### src/design/tfb_pkg.sv
// Shared types and constants for the telemetry frame builder.
// No dependencies; imported by every design module.
`default_nettype none

package tfb_pkg;

    // Frame layout
    localparam logic [7:0] SYNC_BYTE     = 8'hAA;
    localparam int         HEADER_BYTES  = 4;
    localparam int         CHECK_BYTES   = 2;
    localparam int         FRAME_BUFFER_BYTES_DEFAULT = 256;
    // Wide enough for header + 255 payload + check bytes and the buffer size
    localparam int         SIZE_W        = 10;

    // Command queue between front and back
    localparam int         QUEUE_DEPTH   = 4;
    localparam int         QPTR_W        = $clog2(QUEUE_DEPTH);
    localparam int         QCNT_W        = $clog2(QUEUE_DEPTH + 1);

    // Input op codes
    localparam logic       OP_START      = 1'b0;
    localparam logic       OP_PAYLOAD    = 1'b1;

    typedef struct packed {
        logic       op;
        logic [7:0] dest_address;
        logic [7:0] message_id;
        logic [7:0] payload_length;
        logic [7:0] payload_byte;
    } in_item_t;

    typedef struct packed {
        logic [7:0] out_byte;
        logic       end_of_frame;
        logic       length_error;
    } out_item_t;

    typedef enum logic [1:0] {
        CMD_START,
        CMD_PAYLOAD,
        CMD_ERROR
    } cmd_kind_t;

    typedef struct packed {
        cmd_kind_t  kind;
        logic [7:0] dest_address;
        logic [7:0] message_id;
        logic [7:0] payload_length;
        logic [7:0] payload_byte;
        logic       last;           // payload: final byte of the frame
    } cmd_t;

    typedef enum logic [2:0] {
        STEP_SYNC,
        STEP_ADDR,
        STEP_ID,
        STEP_LEN,
        STEP_DATA,
        STEP_SUM,
        STEP_SOS,
        STEP_ERR
    } emit_step_t;

endpackage

`default_nettype wire

### src/design/tfb_front.sv
// Front end: accepts input requests, tracks the open frame, issues commands.
// Depends on tfb_pkg.
`default_nettype none

module tfb_front #(
    parameter int FRAME_BUFFER_BYTES = tfb_pkg::FRAME_BUFFER_BYTES_DEFAULT
) (
    input  wire logic             clk,
    input  wire logic             rst_n,
    input  wire logic             in_valid,
    output logic                  in_ready,
    input  wire tfb_pkg::in_item_t in_item,
    output logic                  cmd_push,
    output tfb_pkg::cmd_t         cmd_data,
    input  wire logic             queue_full
);
    import tfb_pkg::*;

    localparam logic [SIZE_W-1:0] LIMIT = SIZE_W'(FRAME_BUFFER_BYTES);
    localparam logic [SIZE_W-1:0] OVERHEAD = SIZE_W'(HEADER_BYTES + CHECK_BYTES);

    logic       frame_open_reg, frame_open_next;
    logic [7:0] remaining_reg, remaining_next;
    logic       accept;
    logic       too_long;
    logic       last_byte;

    assign in_ready  = !queue_full;
    assign accept    = in_valid && in_ready;
    assign too_long  = (OVERHEAD + {{(SIZE_W-8){1'b0}}, in_item.payload_length}) > LIMIT;
    assign last_byte = (remaining_reg == 8'd1);

    always_comb
    begin
        frame_open_next          = frame_open_reg;
        remaining_next           = remaining_reg;
        cmd_push                 = 1'b0;
        cmd_data.kind            = CMD_START;
        cmd_data.dest_address    = in_item.dest_address;
        cmd_data.message_id      = in_item.message_id;
        cmd_data.payload_length  = in_item.payload_length;
        cmd_data.payload_byte    = in_item.payload_byte;
        cmd_data.last            = last_byte;
        if (accept)
        begin
            if (in_item.op == OP_START)
            begin
                // A new start always abandons any open frame.
                cmd_push = 1'b1;
                if (too_long)
                begin
                    cmd_data.kind   = CMD_ERROR;
                    frame_open_next = 1'b0;
                    remaining_next  = 8'd0;
                end
                else
                begin
                    frame_open_next = (in_item.payload_length != 8'd0);
                    remaining_next  = in_item.payload_length;
                end
            end
            else if (frame_open_reg)
            begin
                cmd_push       = 1'b1;
                cmd_data.kind  = CMD_PAYLOAD;
                remaining_next = remaining_reg - 8'd1;
                if (last_byte)
                begin
                    frame_open_next = 1'b0;
                end
            end
            // payload with no open frame: dropped silently
        end
    end

    always_ff @(posedge clk or negedge rst_n)
    begin
        if (!rst_n)
        begin
            frame_open_reg <= 1'b0;
            remaining_reg  <= 8'd0;
        end
        else
        begin
            frame_open_reg <= frame_open_next;
            remaining_reg  <= remaining_next;
        end
    end

endmodule

`default_nettype wire

### src/design/tfb_queue.sv
// Small command FIFO between the front end and the byte emitter.
// Depends on tfb_pkg.
`default_nettype none

module tfb_queue (
    input  wire logic          clk,
    input  wire logic          rst_n,
    input  wire logic          push,
    input  wire tfb_pkg::cmd_t push_data,
    output logic               full,
    input  wire logic          pop,
    output tfb_pkg::cmd_t      pop_data,
    output logic               not_empty
);
    import tfb_pkg::*;

    cmd_t              mem [QUEUE_DEPTH];
    logic [QPTR_W-1:0] wr_ptr_reg, rd_ptr_reg;
    logic [QCNT_W-1:0] count_reg;
    logic              do_push, do_pop;

    assign full      = (count_reg == QCNT_W'(QUEUE_DEPTH));
    assign not_empty = (count_reg != '0);
    assign do_push   = push && !full;
    assign do_pop    = pop && not_empty;
    assign pop_data  = mem[rd_ptr_reg];

    always_ff @(posedge clk)
    begin
        if (do_push)
        begin
            mem[wr_ptr_reg] <= push_data;
        end
    end

    always_ff @(posedge clk or negedge rst_n)
    begin
        if (!rst_n)
        begin
            wr_ptr_reg <= '0;
            rd_ptr_reg <= '0;
            count_reg  <= '0;
        end
        else
        begin
            if (do_push)
            begin
                wr_ptr_reg <= (wr_ptr_reg == QPTR_W'(QUEUE_DEPTH - 1)) ? '0 : wr_ptr_reg + 1'b1;
            end
            if (do_pop)
            begin
                rd_ptr_reg <= (rd_ptr_reg == QPTR_W'(QUEUE_DEPTH - 1)) ? '0 : rd_ptr_reg + 1'b1;
            end
            if (do_push && !do_pop)
            begin
                count_reg <= count_reg + 1'b1;
            end
            else if (do_pop && !do_push)
            begin
                count_reg <= count_reg - 1'b1;
            end
        end
    end

endmodule

`default_nettype wire

### src/design/tfb_back.sv
// Back end: expands commands into frame bytes, keeps the check sums,
// and holds the output register. Depends on tfb_pkg.
`default_nettype none

module tfb_back (
    input  wire logic          clk,
    input  wire logic          rst_n,
    input  wire logic          cmd_avail,
    input  wire tfb_pkg::cmd_t cmd_data,
    output logic               cmd_pop,
    output logic               out_valid,
    input  wire logic          out_ready,
    output tfb_pkg::out_item_t out_item
);
    import tfb_pkg::*;

    cmd_t       cmd_reg;
    logic       busy_reg;
    emit_step_t step_reg, step_next;
    logic       step_done;
    logic [7:0] sum_reg, sos_reg;
    out_item_t  out_reg;
    logic       out_valid_reg;

    logic       load_out;
    logic       fire;
    out_item_t  emit_item;
    logic       summed;
    logic       restart_sums;
    logic [7:0] sum_base, sos_base, sum_new, sos_new;

    assign load_out = !out_valid_reg || out_ready;
    assign fire     = busy_reg && load_out;
    assign cmd_pop  = cmd_avail && (!busy_reg || (fire && step_done));

    // Next step of the byte sequence
    always_comb
    begin
        step_next = step_reg;
        step_done = 1'b0;
        case (step_reg)
            STEP_SYNC: step_next = STEP_ADDR;
            STEP_ADDR: step_next = STEP_ID;
            STEP_ID:   step_next = STEP_LEN;
            STEP_LEN:
            begin
                if (cmd_reg.payload_length == 8'd0)
                begin
                    step_next = STEP_SUM;
                end
                else
                begin
                    step_done = 1'b1;
                end
            end
            STEP_DATA:
            begin
                if (cmd_reg.last)
                begin
                    step_next = STEP_SUM;
                end
                else
                begin
                    step_done = 1'b1;
                end
            end
            STEP_SUM:  step_next = STEP_SOS;
            STEP_SOS:  step_done = 1'b1;
            STEP_ERR:  step_done = 1'b1;
            default:   step_done = 1'b1;
        endcase
    end

    // Byte produced at the current step
    always_comb
    begin
        emit_item    = '0;
        summed       = 1'b0;
        restart_sums = 1'b0;
        case (step_reg)
            STEP_SYNC:
            begin
                emit_item.out_byte = SYNC_BYTE;
                summed             = 1'b1;
                restart_sums       = 1'b1;
            end
            STEP_ADDR:
            begin
                emit_item.out_byte = cmd_reg.dest_address;
                summed             = 1'b1;
            end
            STEP_ID:
            begin
                emit_item.out_byte = cmd_reg.message_id;
                summed             = 1'b1;
            end
            STEP_LEN:
            begin
                emit_item.out_byte = cmd_reg.payload_length;
                summed             = 1'b1;
            end
            STEP_DATA:
            begin
                emit_item.out_byte = cmd_reg.payload_byte;
                summed             = 1'b1;
            end
            STEP_SUM:
            begin
                emit_item.out_byte = sum_reg;
            end
            STEP_SOS:
            begin
                emit_item.out_byte     = sos_reg;
                emit_item.end_of_frame = 1'b1;
            end
            STEP_ERR:
            begin
                emit_item.end_of_frame = 1'b1;
                emit_item.length_error = 1'b1;
            end
            default:
            begin
                emit_item = '0;
            end
        endcase
    end

    assign sum_base = restart_sums ? 8'd0 : sum_reg;
    assign sos_base = restart_sums ? 8'd0 : sos_reg;
    assign sum_new  = sum_base + emit_item.out_byte;
    assign sos_new  = sos_base + sum_new;

    always_ff @(posedge clk)
    begin
        if (cmd_pop)
        begin
            cmd_reg <= cmd_data;
        end
        if (fire && summed)
        begin
            sum_reg <= sum_new;
            sos_reg <= sos_new;
        end
        if (load_out && fire)
        begin
            out_reg <= emit_item;
        end
    end

    always_ff @(posedge clk or negedge rst_n)
    begin
        if (!rst_n)
        begin
            busy_reg      <= 1'b0;
            step_reg      <= STEP_SYNC;
            out_valid_reg <= 1'b0;
        end
        else
        begin
            if (cmd_pop)
            begin
                busy_reg <= 1'b1;
                case (cmd_data.kind)
                    CMD_START:   step_reg <= STEP_SYNC;
                    CMD_PAYLOAD: step_reg <= STEP_DATA;
                    CMD_ERROR:   step_reg <= STEP_ERR;
                    default:     step_reg <= STEP_ERR;
                endcase
            end
            else if (fire && step_done)
            begin
                busy_reg <= 1'b0;
            end
            else if (fire)
            begin
                step_reg <= step_next;
            end
            if (load_out)
            begin
                out_valid_reg <= fire;
            end
        end
    end

    assign out_valid = out_valid_reg;
    assign out_item  = out_reg;

endmodule

`default_nettype wire

### src/design/telemetry_frame_builder_sum_add_check_top.sv
// Telemetry frame builder with sum / sum-of-sums check bytes.
// A request passes the queue and the emitter's command register before its first byte is
// registered for output. Throughput: one byte per cycle while out_ready is high, set by the
//   single output register; payloads give 1 byte (3 if last), starts 4 (6 with no payload).
// A 4-entry command queue absorbs header and check-byte bursts on the input side.
// Reset: rst_n asynchronous, active low; clears frame state, queue and output valid.
`default_nettype none

module telemetry_frame_builder_sum_add_check_top #(
    parameter int FRAME_BUFFER_BYTES = tfb_pkg::FRAME_BUFFER_BYTES_DEFAULT
) (
    input  wire logic              clk,
    input  wire logic              rst_n,
    input  wire logic              in_valid,
    output logic                   in_ready,
    input  wire tfb_pkg::in_item_t in_item,
    output logic                   out_valid,
    input  wire logic              out_ready,
    output tfb_pkg::out_item_t     out_item
);
    import tfb_pkg::*;

    // Front end -> queue
    logic cmd_push;
    cmd_t cmd_in;
    logic queue_full;

    // Queue -> back end
    cmd_t cmd_out;
    logic cmd_avail;
    logic cmd_pop;

    // Front end decides frame open/close and length errors per request,
    // so the emitter never has to look ahead.
    tfb_front #(
        .FRAME_BUFFER_BYTES(FRAME_BUFFER_BYTES)
    ) u_front (
        .clk        (clk),
        .rst_n      (rst_n),
        .in_valid   (in_valid),
        .in_ready   (in_ready),
        .in_item    (in_item),
        .cmd_push   (cmd_push),
        .cmd_data   (cmd_in),
        .queue_full (queue_full)
    );

    // Decouples input acceptance from output back-pressure.
    tfb_queue u_queue (
        .clk       (clk),
        .rst_n     (rst_n),
        .push      (cmd_push),
        .push_data (cmd_in),
        .full      (queue_full),
        .pop       (cmd_pop),
        .pop_data  (cmd_out),
        .not_empty (cmd_avail)
    );

    // Expands each command into 1..6 bytes and maintains the running sums.
    tfb_back u_back (
        .clk       (clk),
        .rst_n     (rst_n),
        .cmd_avail (cmd_avail),
        .cmd_data  (cmd_out),
        .cmd_pop   (cmd_pop),
        .out_valid (out_valid),
        .out_ready (out_ready),
        .out_item  (out_item)
    );

endmodule

`default_nettype wire
### config.mk
export PLATFORM = sky130hd
export DESIGN_NAME = telemetry_frame_builder_sum_add_check_top
export DESIGN_NICKNAME = d
export VERILOG_FILES = /design/src/design/tfb_pkg.sv /design/src/design/tfb_front.sv /design/src/design/tfb_queue.sv /design/src/design/tfb_back.sv /design/src/design/telemetry_frame_builder_sum_add_check_top.sv
export SDC_FILE = /design/constraint.sdc
export NUM_CORES = 1
export LEC_CHECK = 0
export BUFFER_PORTS_ARGS = -buffer_cell sky130_fd_sc_hd__buf_2
export CORE_MARGIN = 2
export CORE_UTILIZATION = 23
export DETAILED_ROUTE_END_ITERATION = 10
export PLACE_DENSITY_LB_ADDON = 0.3
export SLEW_MARGIN = 20
export SYNTH_ARGS = -nofsm -noshare
export SYNTH_HDL_FRONTEND = slang
export SYNTH_HIERARCHICAL = 1
export SYNTH_SLANG_ARGS = --single-unit
### constraint.sdc
create_clock -name clk -period 5.5 [get_ports clk]
set_clock_uncertainty 0.15 [all_clocks]
set_input_delay 0.825 -clock clk [delete_from_list [all_inputs] [get_ports clk]]
set_output_delay 0.825 -clock clk [all_outputs]
set_load 0.01 [all_outputs]
### Word-level counts from Yosys, hierarchy flattened

Memories as Yosys holds them, arrays and structs flattened.
Index checks and enable logic that the tools add are counted.
W data, S select, Z words.

* flip-flop bits (word level): 80
* bits in latches: 0
* bits in writable memories: 140
* ROM bits: 0
* input port bits: 37
* memories: 1

* $add $sub $neg: 8
* multipliers: 0
* divide/modulo/power cells: 0
* $lt $le $gt $ge: 1
* equality and inequality tests: 16
* shift operators: 0
* mux-type cells: 39
* bitwise gates (word level): 0
* reduce and logical (&&, ||, !) cells: 30

Memories
* u_queue.mem: depth 4, bits a word 35, read ports 1, clocked after Yosys merged registers in 0, wr ports 1, line tfb_queue.sv:17 `cmd_t mem [QUEUE_DEPTH];`

Operators by type and width (count)
* $pmux W8 S7: 1
* $mux W8: 5
* $mux W3: 7
* $mux W1: 18
* $pmux W3 S6: 1
* $add A8 B8 Y8: 2
* $eq A3 B3 Y1 const B: 5
* $gt A10 B9 Y1 const B: 1
* $logic_and A1 B1 Y1: 10
* $mux W2: 5
* $add A3 B8 Y9 const A: 1
* $eq A8 B1 Y1 const B: 1
* $logic_not A8 Y1: 1
* $reduce_bool A8 Y1: 1
* $sub A8 B1 Y8 const B: 1
* $reduce_bool A7 Y1: 1
* $eq A3 B2 Y1 const B: 2
* $ne A3 B2 Y1 const B: 2
* $pmux W3 S2: 1
* $reduce_bool A2 Y1: 3
* $logic_not A1 Y1: 5
* $reduce_and A5 Y1: 1
* $reduce_or A5 Y1: 1
* $add A2 B1 Y2 const B: 2
* 14 further kinds: 16

### Depth between registers and ports, before layout

Gate-level depths: netlist of the first run.

* depth in word-level cells: 10
* mapped depth: 17
* mapped depth without buffers: 16

### Hierarchy

The synthesis of the first run kept the hierarchy.

By module, submodules not included
* tfb_queue: times used 1, cells each 220, area each 5561.6 um^2, seq. area each 4379.2 um^2
* tfb_back: times used 1, cells each 262, area each 3321.9 um^2, seq. area each 1896.8 um^2
* tfb_front: times used 1, cells each 111, area each 923.4 um^2, seq. area each 225.2 um^2

### Worst setup path after synthesis of the first run

OpenSTA, ideal clock, no wires.

* path kind: reg-to-reg
* start: register u_back.step_reg[2]
* end: register u_back.sos_reg[7], data pin
* setup time: 261 ps
* arrival time: 3380 ps
* required time: 5089 ps
* slack: 1709 ps
* stages on the path, launching flop included: 18
* buffers on the path: 2
* path through: dfrtp_1 -> buf_4 -> buf_2 -> mux2i_1 -> nor2_1 -> a311oi_1 -> a21oi_1 -> ha_1 -> fa_1 -> a21o_1 -> a21oi_1 -> o21bai_1 -> a21oi_1 -> xnor2_1 -> ha_1 -> a21oi_1 -> o21ai_0 -> xnor2_1

RTL lines
* start, declared: line tfb_back.sv:19 `emit_step_t step_reg, step_next;`
* start signal, assigned: line tfb_back.sv:176 `step_reg <= step_next;`
* end signal, assigned: line tfb_back.sv:142 `sos_reg <= sos_new;`
* end, declared: line tfb_back.sv:21 `logic [7:0] sum_reg, sos_reg;`

### Worst setup path after layout of the first run

* start: register u_back.step_reg[0]
* end: register u_back.sos_reg[7], data pin

* word-level cells in the longest chain between the ends: 5

RTL lines
* branches (longest 3 deep; another with $pmux W8 S7)
* $add A8 B8 Y8 *: line tfb_back.sv:130 `assign sum_new = sum_base + emit_item.out_byte;`
* named net u_back.sum_new[6]: line tfb_back.sv:30 `logic [7:0] sum_base, sos_base, sum_new, sos_new;`
* $add A8 B8 Y8 *: line tfb_back.sv:131 `assign sos_new = sos_base + sum_new;`
* named net u_back.sos_new[7]: line tfb_back.sv:30

Mark *: on every way through the listed nets, which the timed path passes.
A chain may end at the register's enable or synchronous reset.

==> out/qor.txt, run 1 <==
Critical Path Start Type: flip-flop
H-Tree Depth: 1
status: finished, final reports clean
VDD IR-drop max: 0.314 mV
IO Port Bufs: 48
Critical Path Start: u_back/step_reg[0]
DRC viols: 0
fin area: 0.0112 mm2
vias per cell: 4.21
synthesized instance count: 593
#FFs+latches synth: 220
Die Wd: 210 um
R2R depth: 13
pin count of the biggest net entering global routing: 36
Worst-Skew Late Latency: 520 ps
PD cells: 673 mW/mm2
Vias: 4960
area post-placement: 0.0104 mm2
IO Count: 49
Synth top area share: 0.609
asr flop ratio synth: 0.0955
Resize count post-CTS: 0
Inserted Diodes: 0
FF-to-FF Start: u_back/step_reg[0]
final period utilization: 0.758
Starting Density: 0.233
die area: 0.0443 mm2
critical path fanouts, max: 29
# Max-Cap Violations: 0
Post-CTS Setup Inserts: 0
final setup TNS: 0 ps
setup slack, reg-to-reg: 1330 ps
Syn Nets: 656
HPWL Detailed: 13500 um
Critical Path Sink Type: flip-flop
CP Capture Point: u_back/sos_reg[7]
DP Cell Count: 1133
RSZ-0062 raised after global routing: false
Yosys cell types: 62
drt first pass iters: 4
antenna violations before repair: 3
FF-to-FF End: u_back/sos_reg[7]
sequential area share after synthesis: 0.663
final hold viol count: 0
RD Place Congestion: 0.762
Arr. time, crit path: 4290 ps
Clock Pin Slew Worst Setup and Hold Paths: 60 ps
Synthesis Warnings: 6
max FFs per register: 140
die height: 210 um
GRT overflow: 0
Post-Syn Area: 0.00981 mm2
worst path required time: 5620 ps
Worst Tran Pin Value: 1070 ps
pre-CTS setup slack: 1340 ps
CTS tree: yes
top_reg_cell synth: edfxtp_1
total track usage: 0.0917
Core Area: 0.0420 mm2
total CTS buffers: 24
Routed WL per cell: 16.9 um
worst min-delay path class: in2async
mean area per synthesized cell: 16.5 um2
Routed WL: 19900 um
number of global-route vias before repair: 5075
row cnt: 75
CTS hold repair buffers: 0
fin nets: 683
final slew viol count: 0
fmax: 240 MHz
Synth area leader: edfxtp_1
Tot Pwr: 7.53 mW
Lkg Pwr: 3.89 nW
top post-synthesis cells by area: edfxtp_1 61%, mux4_2 6.4%, dfrtp_1 5.4%, ha_1 2.9%, buf_4 2.7%
clk buf depth: 3
Final min period: 4170 ps
DRT iter0 DRCs: 304
min setup slack post-route: 1330 ps
number of synthesized flops with an enable pin: 199
Final Non-Filler Cells: 1177
crit path kind: reg2reg
post-route ant nets: 0
Area Growth Syn to Fin: 14.1%
Root Buffer Master: clkbuf_16
global-route wire length before repair: 31200 um
Post-synth top cells: 199 x edfxtp_1, 35 x buf_4, 35 x nor2_1
final setup violation count: 0
fraction of layout instances using a drive strength above 1: 0.238
slew margin rel.: 0.289
count leader, synth: edfxtp_1
Clock Sinks: 220
## stage by stage
stage | hold WS, ps | util
3_5_place_dp | 342 | 0.247
2_1_floorplan | 309 | -
3_3_place_gp | 345 | 0.247
6_report | 141 | 0.266
5_1_grt | 179 | 0.266
4_1_cts | 140 | 0.266
## placed cells by master, fill, tap and decap left out, types with 7 or more instances in the layout
cell	count
ha_1	23
edfxtp_1	199
buf_4	8
dfrtp_1	20
mux4_2	28
clkbuf_1	7
o21ai_0	8
mux4_1	7
mux2i_1	20
nand2b_1	8
nor2b_1	18
inv_1	17
xnor2_1	10
clkbuf_16	24
nand2_1	15
a21oi_1	28
nor2_1	34
buf_2	48
## cells by family after synthesis
logic type / count (synthesis) / synth area share
adders and majority gates: 26 / 0.0355
buffers and inverters: 76 / 0.0501
and+or+nand+nor: 113 / 0.0672
muxes: 62 / 0.112
AOI/OAI and AO/OA: 80 / 0.0584
DFF: 220 / 0.663
xor gates and xnor gates: 16 / 0.0143
## power by group
group | total, mW | switching, mW | internal [mW]
Clock | 1.63 | 0.652 | 0.982
Combinational | 2.99 | 1.63 | 1.36
Sequential | 2.90 | 0.337 | 2.57
Total | 7.53 | 2.62 | 4.91
## routing by layer
| layer | vias up | wire length (um) | share of wire | GRT usage |
|---|---|---|---|---|
| met2 | 92 | 9310 | 0.47 | 0.147 |
| li1 | 2323 | - | - | - |
| met4 | 6 | 391 | 0.020 | 0.0250 |
| met1 | 2509 | 9060 | 0.45 | 0.125 |
| met3 | 30 | 1140 | 0.057 | 0.0213 |
| met5 | - | 41 | 0.0021 | 0 |
## final cells by class
class                           instances  area, um2
Clock buffer                           33        654
Clock inverter                         11        156
Fill cell                            4253      30800
Inverter                               21       78.8
Multi-Input combinational cell        297       2830
Sequential cell                       220       6500
Tap cell                              539        674
Timing Repair Buffer                   56        300
## worst min-delay path by stage
stage | startpoint | endpoint | slack, ps | cells after the start
final | rst_n | u_front/remaining_reg[5] | 140 | 1
after global routing | rst_n | u_back/step_reg[2] | 180 | 1
after CTS | rst_n | u_front/frame_open_reg | 140 | 1
after detailed placement | u_queue/count_reg[2] | u_queue/count_reg[2] | 340 | 1
after global placement | u_queue/count_reg[2] | u_queue/count_reg[2] | 340 | 1
after floorplan | u_back/busy_reg | u_back/out_valid | 310 | 1
## worst max-delay path, cell delays in order, from the launching register on
cell and delay, ps:
dfrtp_1 690, nor3_2 770, nor2b_1 100, ha_1 240, fa_1 430, a21o_1 180, a21oi_1 220, o21bai_1 100
a21oi_1 170, xnor2_1 170, ha_1 300, a21oi_1 130, o21ai_0 110, xnor2_1 140
Power figures use the tool's default switching activity.
==> run 2: changes to the inputs <==
clock period = 4 ns   (was 5.5 ns; I/O delays follow)
==> out/qor.txt, run 2 (synthesized netlist as in run 1, its figures left out) <==
row cnt: 75 (unchanged)
Clock Sinks: 220 (unchanged)
final hold viol count: 0 (unchanged)
WHS Endpoint: u_queue/mem[0][24]
CTS tree: yes
crit path kind: reg2reg
RSZ-0062 raised after global routing: false
Inserted Diodes: 0 (unchanged)
post-route ant nets: 0 (unchanged)
Root Buffer Master: clkbuf_16
Tot Pwr: 10.3 mW (+36%)
Core Area: 0.0420 mm2 (unchanged)
Die Wd: 210 um (unchanged)
Critical Path Start Type: flip-flop
final period utilization: 0.918 (+0.159)
die area: 0.0443 mm2 (unchanged)
Fill cells: 4233 (-0.47%)
status: finished, final reports clean
critical path fanouts, max: 5 (-83%)
antenna violations before repair: 2 (-1)
final slew viol count: 0 (unchanged)
setup slack, reg-to-reg: 330 ps (-1000 ps)
Lkg Pwr: 3.92 nW (+0.75%)
flip-flop and latch area: 0.00650 mm2 (about the same)
Routed WL per cell: 17.1 um (+1.0%)
hold path cells: 1
M2 GR Usage: 0.146 (-0.000457)
worst path required time: 4110 ps (-1510 ps)
VDD IR-drop max: 0.420 mV (+34%)
die height: 210 um (unchanged)
global-route wire length before repair: 31700 um (+1.5%)
min-delay src: in_item[23]
Starting Density: 0.233 (unchanged)
drt first pass iters: 4 (unchanged)
Clock Pin Slew Worst Setup and Hold Paths: 60 ps (about the same)
fin nets: 693 (+1.5%)
worst min-delay path class: in2reg
IO Count: 49 (unchanged)
GRT overflow: 0 (unchanged)
R2R depth: 15 (+2)
vias per cell: 4.22 (about the same)
Arr. time, crit path: 3780 ps (-510 ps)
IO Port Bufs: 48 (unchanged)
fraction of layout instances using a drive strength above 1: 0.240 (+0.00207)
total CTS buffers: 24 (unchanged)
Worst-Skew Late Latency: 510 ps (about the same)
slew margin rel.: 0.432 (+0.143)
clk buf depth: 3 (unchanged)
Vias: 4992 (+0.65%)
Critical Path Sink Type: flip-flop
Final min period: 3670 ps (-500 ps)
fmax: 272 MHz (+14%)
max FFs per register: 140 (unchanged)
number of global-route vias before repair: 5100 (+0.49%)
PD cells: 914 mW/mm2 (+36%)
Routed WL: 20300 um (+1.6%)
FF-to-FF Start: u_back/step_reg[2]
Post-CTS Setup Inserts: 0 (unchanged)
GR Layer Usage met3: 0.0189 (-0.00238)
HPWL Detailed: 13400 um (-1.0%)
Area Growth Syn to Fin: 14.7%
RD Place Congestion: 0.773 (+1.5%)
GRT busiest layer: met2
# Max-Cap Violations: 0 (unchanged)
most common cell after layout, fill and taps aside: edfxtp_1
DRT iter0 DRCs: 331 (+8.9%)
M1 GR Usage: 0.131 (+0.00572)
DRC viols: 0 (unchanged)
final setup TNS: 0 ps (unchanged)
FF-to-FF End: u_back/sos_reg[7]
most frequent cells in the layout: 199 x edfxtp_1, 48 x buf_2, 34 x nor2_1
total track usage: 0.0929 (+0.00128)
H-Tree Depth: 1 (unchanged)
Worst Tran Pin Value: 853 ps (-214 ps)
Multi-input gate area: 0.00283 mm2 (unchanged)
final setup violation count: 0 (unchanged)
pin count of the biggest net entering global routing: 36 (unchanged)
[run 2: cell types whose count changed in the layout (fill, tap and decap cells not counted), sizes merged]
cell	change
bufinv	-2
clkinvlp	-2
buf	+9
clkinv	+2
inv	-2
dlygate4sd3	+1
clkbuf	+1
[run 2: stage by stage]
stage / cells / setup slack, ps / hold WS [ps] / util / area, um2
final: 1184 / 329 / 154 / 0.268 / 11200
after detailed placement: 1142 / 243 / 342 / 0.250 / 10500
after CTS: 1184 / 245 / 124 / 0.268 / 11200
after global placement: 1142 / 305 / 347 / 0.250 / 10500
after floorplan: 593 / 209 / 154 / - / 9810
after global routing: 1184 / 52.1 / 145 / 0.268 / 11200
[run 2: repair_timing]
action                                 4_1_cts  5_1_grt
hold buffers                                 1        0
setup endpoints to repair                    0        1
resized for setup                            0        1
endpoints found under the hold margin       21        0
[run 2: worst max-delay path by stage]
stage                         to                from  cells past startpoint  slack (ps)
3_5_place_dp   u_back/sos_reg[7]  u_back/step_reg[2]                     15         240
4_1_cts        u_back/sos_reg[7]  u_back/step_reg[2]                     15         250
3_3_place_gp   u_back/sos_reg[7]  u_back/step_reg[2]                     15         300
6_report       u_back/sos_reg[7]  u_back/step_reg[2]                     15         330
2_1_floorplan  u_back/sos_reg[7]  u_back/step_reg[2]                     17         210
5_1_grt        u_back/sos_reg[7]  u_back/step_reg[2]                     15          50
[run 2: area by class of cell]
type,count,area share
Clock buffer,34,0.0586
Clock inverter,7,0.00578
Inverter,21,0.00701
Multi-Input combinational cell,297,0.251
Sequential cell,220,0.578
Tap cell,539,0.0600
Timing Repair Buffer,66,0.0392
[run 2: power by group]
group | internal, mW | switching, mW | total, mW
clock network | 1.21 | 0.856 | 2.06
logic | 1.95 | 2.33 | 4.28
registers | 3.53 | 0.409 | 3.94
[run 2: routing by layer]
layer,vias up,wire (um)
met4,4,376
met2,92,9300
met1,2509,9510
met3,37,1060
li1,2350,-
met5,-,23
[run 2: worst max-delay path, stage by stage, from the launching register on]
cell	delay [ps]
dfrtp_2	460
mux2i_1	200
nor2_1	50
a311oi_1	240
a21oi_1	90
ha_1	260
fa_1	420
a21o_1	180
a21oi_1	210
o21bai_1	90
a21oi_1	180
xnor2_1	170
ha_1	300
a21oi_1	150
o21ai_0	120
xnor2_1	140
